`src/rtl/tmfr_pkg.sv`:
```
// shared types and constants for the timestamp matched frame ring
`default_nettype none
package tmfr_pkg;

   localparam int unsigned BUF_DEPTH_DEF   = 4;
   localparam int unsigned FRAME_DEPTH_DEF = 8;
   localparam logic [31:0] WINDOW_RESET    = 32'd1000000;
   localparam int unsigned STAMP_W         = 63;
   localparam int unsigned TAG_W           = 8;
   localparam int unsigned REQ_W           = 32;

   typedef enum logic [1:0] {
      CMD_BUFFER  = 2'd0,
      CMD_FRAME   = 2'd1,
      CMD_REPROC  = 2'd2,
      CMD_RELEASE = 2'd3
   } cmd_type;

   typedef enum logic [1:0] {
      ST_OK      = 2'd0,
      ST_LOCKED  = 2'd1,
      ST_NO_PUSH = 2'd2
   } status_type;

   typedef enum logic [2:0] {
      S_IDLE,
      S_SCAN,
      S_FIND,
      S_DONE
   } state_type;

   // controller to datapath
   typedef struct packed {
      logic load;       // capture request word, apply arrival
      logic scan_clr;   // restart scan pointers
      logic scan_step;  // one slot x frame compare
      logic find_clr;   // start oldest-paired search
      logic find_step;  // one slot of the search
      logic finish;     // write result word
   } ctl_type;

   // datapath to controller
   typedef struct packed {
      logic       need_scan;
      logic       scan_last;
      logic       find_last;
      logic       is_reproc;
   } sts_type;

endpackage
`default_nettype wire

```
`src/rtl/tmfr_ctrl.sv`:
```
// sequencer for the timestamp matched frame ring
`default_nettype none
module tmfr_ctrl
   import tmfr_pkg::*;
(
   input  wire logic    clock,
   input  wire logic    reset,
   input  wire logic    req_valid,
   output logic         req_stall,
   output logic         rsp_valid,
   input  wire logic    rsp_stall,
   input  wire sts_type sts,
   output ctl_type      ctl
);

   state_type state_ff, state_in;
   logic      rsp_valid_ff, rsp_valid_in;

   always_ff @(posedge clock) begin
      if (reset) begin
         state_ff     <= S_IDLE;
         rsp_valid_ff <= 1'b0;
      end else begin
         state_ff     <= state_in;
         rsp_valid_ff <= rsp_valid_in;
      end
   end

   always_comb begin
      state_in     = state_ff;
      rsp_valid_in = rsp_valid_ff;
      ctl          = '0;
      req_stall    = 1'b1;
      if (rsp_valid_ff && !rsp_stall) rsp_valid_in = 1'b0;
      case (state_ff)
         S_IDLE: begin
            req_stall = 1'b0;
            if (req_valid) begin
               ctl.load = 1'b1;
               state_in = S_SCAN;
            end
         end
         S_SCAN: begin
            if (sts.is_reproc) begin
               ctl.find_clr = 1'b1;
               state_in     = S_FIND;
            end else if (!sts.need_scan) begin
               state_in = S_DONE;
            end else begin
               ctl.scan_step = 1'b1;
               if (sts.scan_last) state_in = S_DONE;
            end
         end
         S_FIND: begin
            ctl.find_step = 1'b1;
            if (sts.find_last) state_in = S_DONE;
         end
         S_DONE: begin
            if (!rsp_valid_ff || !rsp_stall) begin
               ctl.finish   = 1'b1;
               ctl.scan_clr = 1'b1;
               rsp_valid_in = 1'b1;
               state_in     = S_IDLE;
            end
         end
         default: state_in = S_IDLE;
      endcase
   end

   assign rsp_valid = rsp_valid_ff;

endmodule
`default_nettype wire

```
`src/rtl/tmfr_dp.sv`:
```
// slot and frame stores, match compare and result register
`default_nettype none
module tmfr_dp
   import tmfr_pkg::*;
#(
   parameter int unsigned BUF_DEPTH   = BUF_DEPTH_DEF,
   parameter int unsigned FRAME_DEPTH = FRAME_DEPTH_DEF
) (
   input  wire logic               clock,
   input  wire logic               reset,
   input  wire ctl_type            ctl,
   output sts_type                 sts,
   input  wire logic               csr_we,
   input  wire logic [31:0]        csr_data,
   input  wire logic [1:0]         req_cmd,
   input  wire logic [STAMP_W-1:0] req_stamp,
   input  wire logic [TAG_W-1:0]   req_item_tag,
   input  wire logic [REQ_W-1:0]   req_request_id,
   output logic [1:0]              rsp_status,
   output logic                    rsp_give_back_valid,
   output logic [TAG_W-1:0]        rsp_give_back_tag,
   output logic                    rsp_push_valid,
   output logic [TAG_W-1:0]        rsp_push_buffer_tag,
   output logic [TAG_W-1:0]        rsp_push_frame_tag,
   output logic [REQ_W-1:0]        rsp_push_request_id
);

   localparam int unsigned BW = (BUF_DEPTH > 1) ? $clog2(BUF_DEPTH) : 1;
   localparam int unsigned FW = (FRAME_DEPTH > 1) ? $clog2(FRAME_DEPTH) : 1;
   localparam logic [BW-1:0] BMAX = BW'(BUF_DEPTH - 1);
   localparam logic [FW-1:0] FMAX = FW'(FRAME_DEPTH - 1);

   logic [STAMP_W-1:0] slot_stamp_ff [BUF_DEPTH];
   logic [TAG_W-1:0]   slot_btag_ff  [BUF_DEPTH];
   logic [TAG_W-1:0]   slot_ftag_ff  [BUF_DEPTH];
   logic [BUF_DEPTH-1:0] slot_hf_ff;
   logic [STAMP_W-1:0] fr_stamp_ff [FRAME_DEPTH];
   logic [TAG_W-1:0]   fr_tag_ff   [FRAME_DEPTH];
   logic [FRAME_DEPTH-1:0] fr_pres_ff;
   logic [BW-1:0] head_ff, tail_ff;
   logic [FW-1:0] fhead_ff;
   logic          locked_ff;
   logic [31:0]   window_ff;

   logic [1:0]         cmd_ff;
   logic [REQ_W-1:0]   reqid_ff;
   logic               busy_ff;   // arrival applied, scan needed
   logic [BW-1:0]      si_ff;
   logic [FW-1:0]      fj_ff;
   logic [BW-1:0]      fi_ff;
   logic               found_ff;
   logic [BW-1:0]      fidx_ff;
   logic               gb_v_ff;
   logic [TAG_W-1:0]   gb_tag_ff;
   logic [1:0]         st_ff;

   logic [1:0]         o_status_ff;
   logic               o_gbv_ff, o_pv_ff;
   logic [TAG_W-1:0]   o_gbt_ff, o_pbt_ff, o_pft_ff;
   logic [REQ_W-1:0]   o_rid_ff;

   logic [BW-1:0] head_nx, tail_nx;
   logic [FW-1:0] fhead_nx;
   logic          full;
   logic [STAMP_W-1:0] a, b, d;
   logic          hit, slot_open;
   logic          arrival, push_hit;
   logic [BUF_DEPTH-1:0] hf_clr;

   always_comb begin
      head_nx  = (head_ff == BMAX) ? '0 : head_ff + 1'b1;
      tail_nx  = (tail_ff == BMAX) ? '0 : tail_ff + 1'b1;
      fhead_nx = (fhead_ff == FMAX) ? '0 : fhead_ff + 1'b1;
      full     = (head_nx == tail_ff);
      a        = slot_stamp_ff[si_ff];
      b        = fr_stamp_ff[fj_ff];
      d        = (a >= b) ? a - b : b - a;
      slot_open = !slot_hf_ff[si_ff] && (a != '0);
      hit      = slot_open && fr_pres_ff[fj_ff] &&
                 ((d == '0) || (d < {31'd0, window_ff}));
      arrival  = (req_cmd == CMD_BUFFER) || (req_cmd == CMD_FRAME);
      push_hit = (cmd_ff == CMD_REPROC) && found_ff;
      // paired flags cleared for the new head and, when full, the evicted tail
      hf_clr   = (BUF_DEPTH'(1) << head_ff) |
                 (full ? (BUF_DEPTH'(1) << tail_ff) : '0);
   end

   assign sts.need_scan = busy_ff;
   assign sts.scan_last = (si_ff == BMAX) &&
                          (hit || !slot_open || fj_ff == FMAX);
   assign sts.find_last = found_ff || (fi_ff == head_ff) ||
                          (slot_hf_ff[fi_ff]) ||
                          ((fi_ff == BMAX ? '0 : fi_ff + 1'b1) == head_ff);
   assign sts.is_reproc = (cmd_ff == CMD_REPROC);

   always_ff @(posedge clock) begin
      if (reset) begin
         slot_hf_ff    <= '0;
         fr_pres_ff    <= '0;
         head_ff       <= '0;
         tail_ff       <= '0;
         fhead_ff      <= '0;
         locked_ff     <= 1'b0;
         window_ff     <= WINDOW_RESET;
         busy_ff       <= 1'b0;
         si_ff         <= '0;
         fj_ff         <= '0;
         for (int k = 0; k < BUF_DEPTH; k++) begin
            slot_stamp_ff[k] <= '0;
            slot_btag_ff[k]  <= '0;
            slot_ftag_ff[k]  <= '0;
         end
      end else begin
         if (csr_we) window_ff <= csr_data;
         if (ctl.load) begin
            cmd_ff    <= req_cmd;
            reqid_ff  <= req_request_id;
            st_ff     <= (locked_ff && arrival) ? ST_LOCKED : ST_OK;
            gb_v_ff   <= (req_cmd == CMD_BUFFER) && (locked_ff || full);
            gb_tag_ff <= (req_cmd != CMD_BUFFER) ? '0 :
                         locked_ff ? req_item_tag :
                         full ? slot_btag_ff[tail_ff] : '0;
            busy_ff   <= !locked_ff && arrival;
            case (cmd_type'(req_cmd))
               CMD_BUFFER: begin
                  if (!locked_ff) begin
                     if (full) begin
                        slot_stamp_ff[tail_ff] <= '0;
                        slot_btag_ff[tail_ff]  <= '0;
                        slot_ftag_ff[tail_ff]  <= '0;
                        tail_ff <= tail_nx;
                     end
                     slot_stamp_ff[head_ff] <= req_stamp;
                     slot_btag_ff[head_ff]  <= req_item_tag;
                     slot_ftag_ff[head_ff]  <= '0;
                     slot_hf_ff <= slot_hf_ff & ~hf_clr;
                     head_ff <= head_nx;
                  end
               end
               CMD_FRAME: begin
                  if (!locked_ff) begin
                     fr_stamp_ff[fhead_ff] <= req_stamp;
                     fr_tag_ff[fhead_ff]   <= req_item_tag;
                     fr_pres_ff[fhead_ff]  <= 1'b1;
                     fhead_ff <= fhead_nx;
                  end
               end
               CMD_REPROC: ;
               CMD_RELEASE: locked_ff <= 1'b0;
               default: ;
            endcase
         end
         if (ctl.scan_clr) begin
            si_ff <= '0;
            fj_ff <= '0;
         end
         if (ctl.scan_step) begin
            if (hit) begin
               slot_hf_ff[si_ff]   <= 1'b1;
               slot_ftag_ff[si_ff] <= fr_tag_ff[fj_ff];
               fr_pres_ff[fj_ff]   <= 1'b0;
            end
            if (hit || !slot_open || fj_ff == FMAX) begin
               fj_ff <= '0;
               si_ff <= (si_ff == BMAX) ? '0 : si_ff + 1'b1;
               if (si_ff == BMAX) busy_ff <= 1'b0;
            end else begin
               fj_ff <= fj_ff + 1'b1;
            end
         end
         if (ctl.find_clr) begin
            found_ff <= 1'b0;
            fi_ff    <= tail_ff;
         end
         if (ctl.find_step) begin
            if (fi_ff != head_ff && slot_hf_ff[fi_ff]) begin
               found_ff <= 1'b1;
               fidx_ff  <= fi_ff;
            end else if (fi_ff != head_ff) begin
               fi_ff <= (fi_ff == BMAX) ? '0 : fi_ff + 1'b1;
            end
         end
         if (ctl.finish) begin
            o_status_ff <= ((cmd_ff == CMD_REPROC) && !found_ff) ? ST_NO_PUSH : st_ff;
            o_gbv_ff    <= gb_v_ff;
            o_gbt_ff    <= gb_tag_ff;
            o_pv_ff     <= push_hit;
            o_pbt_ff    <= push_hit ? slot_btag_ff[fidx_ff] : '0;
            o_pft_ff    <= push_hit ? slot_ftag_ff[fidx_ff] : '0;
            o_rid_ff    <= push_hit ? reqid_ff : '0;
            if (push_hit) locked_ff <= 1'b1;
         end
      end
   end

   assign rsp_status          = o_status_ff;
   assign rsp_give_back_valid = o_gbv_ff;
   assign rsp_give_back_tag   = o_gbt_ff;
   assign rsp_push_valid      = o_pv_ff;
   assign rsp_push_buffer_tag = o_pbt_ff;
   assign rsp_push_frame_tag  = o_pft_ff;
   assign rsp_push_request_id = o_rid_ff;

endmodule
`default_nettype wire

```
`src/rtl/timestamp_matched_frame_ring.sv`:
```
// top level of the timestamp matched frame ring
// Pairs captured buffers with metadata frames by timestamp. One request word
// is taken at a time. After the accept cycle, an arrival that is not locked
// out runs a match scan over the buffer slots, one slot x frame compare per
// cycle: a slot that is already paired or has stamp zero is passed over
// after a single compare, any other is compared against up to FRAME_DEPTH
// frames. Every other word is dispatched without a scan; a reprocess request
// walks the buffer ring from the tail one slot per cycle. The response
// register is then loaded, waiting while the previous response word is
// still stalled. The match scan uses a single shared 63-bit subtract and
// window compare. One response word is produced for every request word.
// match_window is to be written on the csr port only while the block is
// idle; the block itself does not enforce this.
`default_nettype none
module timestamp_matched_frame_ring
   import tmfr_pkg::*;
#(
   parameter int unsigned BUF_DEPTH   = BUF_DEPTH_DEF,
   parameter int unsigned FRAME_DEPTH = FRAME_DEPTH_DEF
) (
   input  wire logic               clock,
   input  wire logic               reset,
   // configuration
   input  wire logic               csr_valid,
   output logic                    csr_ready,
   input  wire logic [31:0]        csr_data,
   // request words
   input  wire logic               req_valid,
   output logic                    req_stall,
   input  wire logic [1:0]         req_cmd,
   input  wire logic [STAMP_W-1:0] req_stamp,
   input  wire logic [TAG_W-1:0]   req_item_tag,
   input  wire logic [REQ_W-1:0]   req_request_id,
   // response words
   output logic                    rsp_valid,
   input  wire logic               rsp_stall,
   output logic [1:0]              rsp_status,
   output logic                    rsp_give_back_valid,
   output logic [TAG_W-1:0]        rsp_give_back_tag,
   output logic                    rsp_push_valid,
   output logic [TAG_W-1:0]        rsp_push_buffer_tag,
   output logic [TAG_W-1:0]        rsp_push_frame_tag,
   output logic [REQ_W-1:0]        rsp_push_request_id
);

   ctl_type ctl;
   sts_type sts;

   // register always writable
   assign csr_ready = 1'b1;

   tmfr_ctrl u_ctrl (
      .clock     (clock),
      .reset     (reset),
      .req_valid (req_valid),
      .req_stall (req_stall),
      .rsp_valid (rsp_valid),
      .rsp_stall (rsp_stall),
      .sts       (sts),
      .ctl       (ctl)
   );

   tmfr_dp #(
      .BUF_DEPTH   (BUF_DEPTH),
      .FRAME_DEPTH (FRAME_DEPTH)
   ) u_dp (
      .clock               (clock),
      .reset               (reset),
      .ctl                 (ctl),
      .sts                 (sts),
      .csr_we              (csr_valid),
      .csr_data            (csr_data),
      .req_cmd             (req_cmd),
      .req_stamp           (req_stamp),
      .req_item_tag        (req_item_tag),
      .req_request_id      (req_request_id),
      .rsp_status          (rsp_status),
      .rsp_give_back_valid (rsp_give_back_valid),
      .rsp_give_back_tag   (rsp_give_back_tag),
      .rsp_push_valid      (rsp_push_valid),
      .rsp_push_buffer_tag (rsp_push_buffer_tag),
      .rsp_push_frame_tag  (rsp_push_frame_tag),
      .rsp_push_request_id (rsp_push_request_id)
   );

endmodule
`default_nettype wire

```
`config.mk`:
```
export PLATFORM = sky130hd
export DESIGN_NAME = timestamp_matched_frame_ring
export DESIGN_NICKNAME = d
export VERILOG_FILES = /design/src/rtl/tmfr_pkg.sv /design/src/rtl/tmfr_ctrl.sv /design/src/rtl/tmfr_dp.sv /design/src/rtl/timestamp_matched_frame_ring.sv
export SDC_FILE = /design/constraint.sdc
export NUM_CORES = 2
export LEC_CHECK = 0
export BUFFER_PORTS_ARGS = -buffer_cell sky130_fd_sc_hd__buf_2
export CORE_MARGIN = 2
export CORE_UTILIZATION = 55
export CTS_BUF_LIST = sky130_fd_sc_hd__clkbuf_8
export DETAILED_ROUTE_END_ITERATION = 12
export HOLD_SLACK_MARGIN = 0.08
export PLACE_DENSITY = 0.72
export SYNTH_ARGS = -nofsm -noshare
export SYNTH_HDL_FRONTEND = slang
export SYNTH_SLANG_ARGS = --single-unit
```
`constraint.sdc`:
```
create_clock -name clock -period 10.87 [get_ports clock]
set_input_delay 2.174 -clock clock [delete_from_list [all_inputs] [get_ports clock]]
set_output_delay 2.174 -clock clock [all_outputs]
set_load 0.005 [all_outputs]
```
==> results.md <==
Run status:
- The flow ran to the end, and the final reports show no timing, DRC or antenna violations.

Die:
- The vertical die dimension is ~310 um.
- The horizontal extent of the die is between 300 and 400 um.
- During I/O placement, the number of pins put on the boundary was about 210.
- The area enclosed by the die boundary is between 90,000 and 100,000 um^2.
- For this configuration, the core starts out at a cell density of 0.554.
- The core box area is ~93,000 um^2.
- The placement row count is 112.

Critical path:
- For the worst setup path, the data arrival time is roughly 10,000 ps.
- The worst setup path is captured at a flip-flop.
- Counting stages on the worst path, the most repeated cell is a21o_1.
- The critical path's slowest cell is dfxtp_4.
- The number of cells on the worst reg-to-reg path is 28.
- The worst setup path is of the flip-flop to flip-flop kind.
- Along the worst path, the maximum fanout reaches 35.
- The setup slack of the worst register-to-register path is ~1600 ps.
- The delay of the slowest cell on the worst path is 1000 ps.
- Data on the critical path is required at its endpoint by approximately 12,000 ps.
- The capturing point of the worst reg2reg path is u_dp.slot_ftag_ff[2][2].
- The category of the worst setup path launch point is a flip-flop.

Timing:
- At the pin with the least slew margin, the transition time is ~1200 ps.
- Setup repair after global routing left no endpoint under its margin.
- The final setup violation count is 0.
- Derived from the worst setup path, the maximum achievable clock frequency is approximately 0.11 GHz.
- The time the final worst path needs with I/O delays and setup is between 9000 and 10,000 ps.
- Headroom to the max-slew limit came out at 0.167.
- The number of max-slew violations in the final report is 0.
- Across the routed clock network, the largest skew measured is approximately 38 ps.
- The number of failing hold endpoints at the final stage is 0.
- Hold timing on the final database bottoms out at a slack of around 420 ps.
- The worst path setup slack after routing is about 1600 ps.
- Of the available clock period, the critical path in the final layout requires 0.856.
- The setup total negative slack is 0 ps.

CTS:
- The clock slew seen by the registers of the worst setup and hold paths is ~60 ps.
- TritonCTS built the clock tree.
- The later pin in the worst-skew pair is clocked with a latency of between 800 and 900 ps.
- The cell sitting at the root of the clock tree is a clkbuf_8.
- The clock tree synthesis step divided the H-tree into 4 levels.
- For this design, the sink count on the clock tree is ~1,100.
- Post-CTS repair changed the size of 0 cells.
- Buffers added to address setup during post-CTS repair amount to 0.
- For this design, the CTS-stage hold fixing added 0 buffers.
- The number of buffers on the longest clock path is 3.
- Buffers inserted during clock tree synthesis total ~170.

GRT:
- The overall overflow remaining after global route is 0.
- For this run, the total global-route usage over all layers was measured as 0.304.
- The number of antenna violations at the first check in global routing is 5.
- The via count of the first global-routing pass came to 33,900.
- The global-route wire length before repair is around 220,000 um.
- The pin count of the biggest net entering global routing is 100.

Pwr:
- Summed over all cells, the static leakage comes to roughly 21 nW.
- For this design the ratio of total power to cell area is between 150 and 200 nW/um^2.
- The maximum VDD drop is between 100 and 150 uV.
- Overall power consumption after layout is estimated at 0.00960 W.

Finish:
- The net count of the finished layout is 4,333.
- The layout overhead on the synthesized area is 11.0%.
- Leaving out fill and tap cells, the most frequent cells in the layout are edfxtp_1, and3_1, inv_1, mux4_2, a21oi_1.
- In the final layout, the share of cells above drive strength 1 is 0.191.
- The layout has between 7,000 and 8,000 filler cells.
- The library cell used most frequently in the layout, excluding fill and tap cells, is edfxtp_1.
- After routing the design area is ~57,000 um^2.

Logic synthesis:
- The most used flip-flop cell after synthesis is edfxtp_1.
- The number of library cell types mapped by synthesis is 84.
- The share of synthesized area occupied by flip-flops and latches is 0.596.
- Synthesis inferred between 1,000 and 1,500 register bits.
- Synthesis handed over a netlist of 3,806 instances.
- The number of synthesis warnings is 0.
- The post-synthesis instance area is just over 50,000 um^2.
- The average instance area after synthesis is roughly 14 um^2.
- The share of synthesized flip-flops with an asynchronous set or reset is 0.
- The net count after synthesis is ~4,100.
- In this run, synthesis inferred ~960 flip-flops with an integrated enable.

Placed design:
- The final weighted congestion of routability-driven global placement is 1.06.
- The placed instances occupy a cell area of approximately 54,000 um^2.
- After legalization and detailed placement, the total HPWL measured 99,600 um.
- The pre-CTS worst setup slack is approximately 1700 ps.
- In this run the tool buffered the top-level ports with 203 buffer cells.

Route:
- Once detail routing completed, the nets flagged for antenna violations numbered 0.
- The average wire per standard cell is 27.1 um.
- The first TritonRoute pass finished after 6 iterations.
- Using the TritonRoute via totals, the vias-per-cell ratio works out to roughly 6.4.
- The total wirelength of the detailed-routed design is ~150,000 um.
- After detailed routing, the number of remaining DRC violations is 0.
- For this block, the via count after detailed routing is about 35,000.
- The initial detailed-routing violation count is around 4,200.

Worst hold path:
- The cell count of the worst hold path is 0.
- The startpoint identified for the worst hold timing path is u_dp.gb_v_ff.
- In this run the worst hold path is classified as flip-flop to flip-flop.
- The endpoint of the worst hold-timing path is u_dp.rsp_give_back_valid.

Flow run:
- The tool flagged a number of max-cap violations equal to 0.
through the flow:
step,utilization,cells
finish,0.616,5409
global route,0.616,5408
CTS,0.616,5407
detailed placement,0.580,5097
global placement,0.580,5097
floorplan,-,3806
report_power, final:
group | total, W | internal (W) | switching [W] | leakage (nW)
clock network | 0.00327 | 0.00170 | 0.00157 | 1.89
registers | 0.00462 | 0.00457 | 0.0000496 | 9.87
logic | 0.00171 | 0.000572 | 0.00114 | 9.51
cell usage after synthesis (all sizes together), types with 11 or more instances:
library cell | instances | area [um^2]
edfxtp | 961 | 28900
and3 | 279 | 1750
mux4 | 233 | 5250
a21oi | 226 | 1130
inv | 214 | 803
nand2 | 191 | 717
ha | 177 | 2210
clkbuf | 164 | 617
nor2 | 163 | 612
o21ai | 135 | 676
mux2i | 122 | 1220
dfxtp | 98 | 1960
and2 | 84 | 526
nand4 | 80 | 500
buf | 70 | 312
nor3 | 52 | 260
a21o | 50 | 375
a211oi | 40 | 313
nand3 | 40 | 200
nor4 | 36 | 246
o21a | 31 | 233
xnor2 | 24 | 210
o211ai | 23 | 173
o22ai | 22 | 138
o21bai | 20 | 150
a31oi | 17 | 106
xor2 | 16 | 140
or2 | 14 | 87.6
nor2b | 13 | 81.3
or3 | 13 | 81.3
a211o | 12 | 105
a22oi | 12 | 90.1
and4 | 12 | 105
nand2b | 11 | 68.8
o32ai | 11 | 96.3
routing by layer:
metal	track usage	share of wire	up-vias	wire, um
met4	0.104	0.032	6	4670
li1	-	-	15200	-
met1	0.437	0.42	17300	62100
met3	0.0588	0.088	292	12900
met5	0	0.00031	-	45
met2	0.467	0.46	1833	67000
how the worst max path moves through the flow:
stage | from | to | slack (ps) | cells past startpoint
floorplan | req_valid | u_dp.fr_stamp_ff[0][0] | 2230 | 5
CTS | flip-flop | u_dp.slot_ftag_ff[2][2] | 1690 | 27
finish | flip-flop | u_dp.slot_ftag_ff[2][2] | 1560 | 28
global route | flip-flop | u_dp.slot_ftag_ff[2][2] | 940 | 29
detailed placement | flip-flop | u_dp.slot_ftag_ff[2][2] | 1720 | 28
global placement | flip-flop | u_dp.slot_ftag_ff[0][6] | 1920 | 28
cells by family (layout without fill, tap and decap cells):
group,Yosys count,count (layout),synth area share
other,1,3,0.0000726
and+or+nand+nor,1022,1022,0.107
xor gates and xnor gates,40,40,0.00678
AOI/OAI and AO/OA,698,698,0.0867
adders and majority gates,179,179,0.0436
DFF,1059,1059,0.596
buffers and inverters,449,796,0.0336
muxes,358,358,0.126
registers in the layout (all words and copies together), names as in the netlist, 3 cells and up, named ones only:
signal	count
u_dp.slot_stamp_ff	252
u_dp.reqid_ff	32
u_dp.slot_ftag_ff	32
u_dp.rsp_push_buffer_tag	8
u_dp.fhead_ff	3
u_dp.gb_tag_ff	8
u_dp.fr_stamp_ff	504
u_dp.fr_tag_ff	64
u_dp.window_ff	32
u_dp.rsp_push_request_id	32
u_dp.rsp_give_back_tag	8
u_dp.fr_pres_ff	8
u_dp.slot_hf_ff	4
u_dp.fj_ff	3
u_dp.rsp_push_frame_tag	8
u_dp.slot_btag_ff	32
critical path: cells and delay by family (launching register included):
kind | cells | cell delay (ps)
xor gates and xnor gates | 1 | 380
adders and majority gates | 2 | 760
and+or+nand+nor | 6 | 2370
DFF | 1 | 1000
AOI/OAI and AO/OA | 15 | 2820
muxes | 3 | 1400
buffers and inverters | 1 | 380
layout make-up:
type | instances | area, um^2 | area share
antenna | 2 | 5.00 | 0.0000872
clock buffer | 174 | 2390 | 0.0417
clock inverter | 136 | 890 | 0.0155
inverter | 215 | 807 | 0.0141
multi-input combinational | 2298 | 19200 | 0.335
sequential | 1059 | 30800 | 0.538
tap | 1254 | 1570 | 0.0273
timing repair buffer | 271 | 1630 | 0.0284
(Power assumes the default switching activity.)
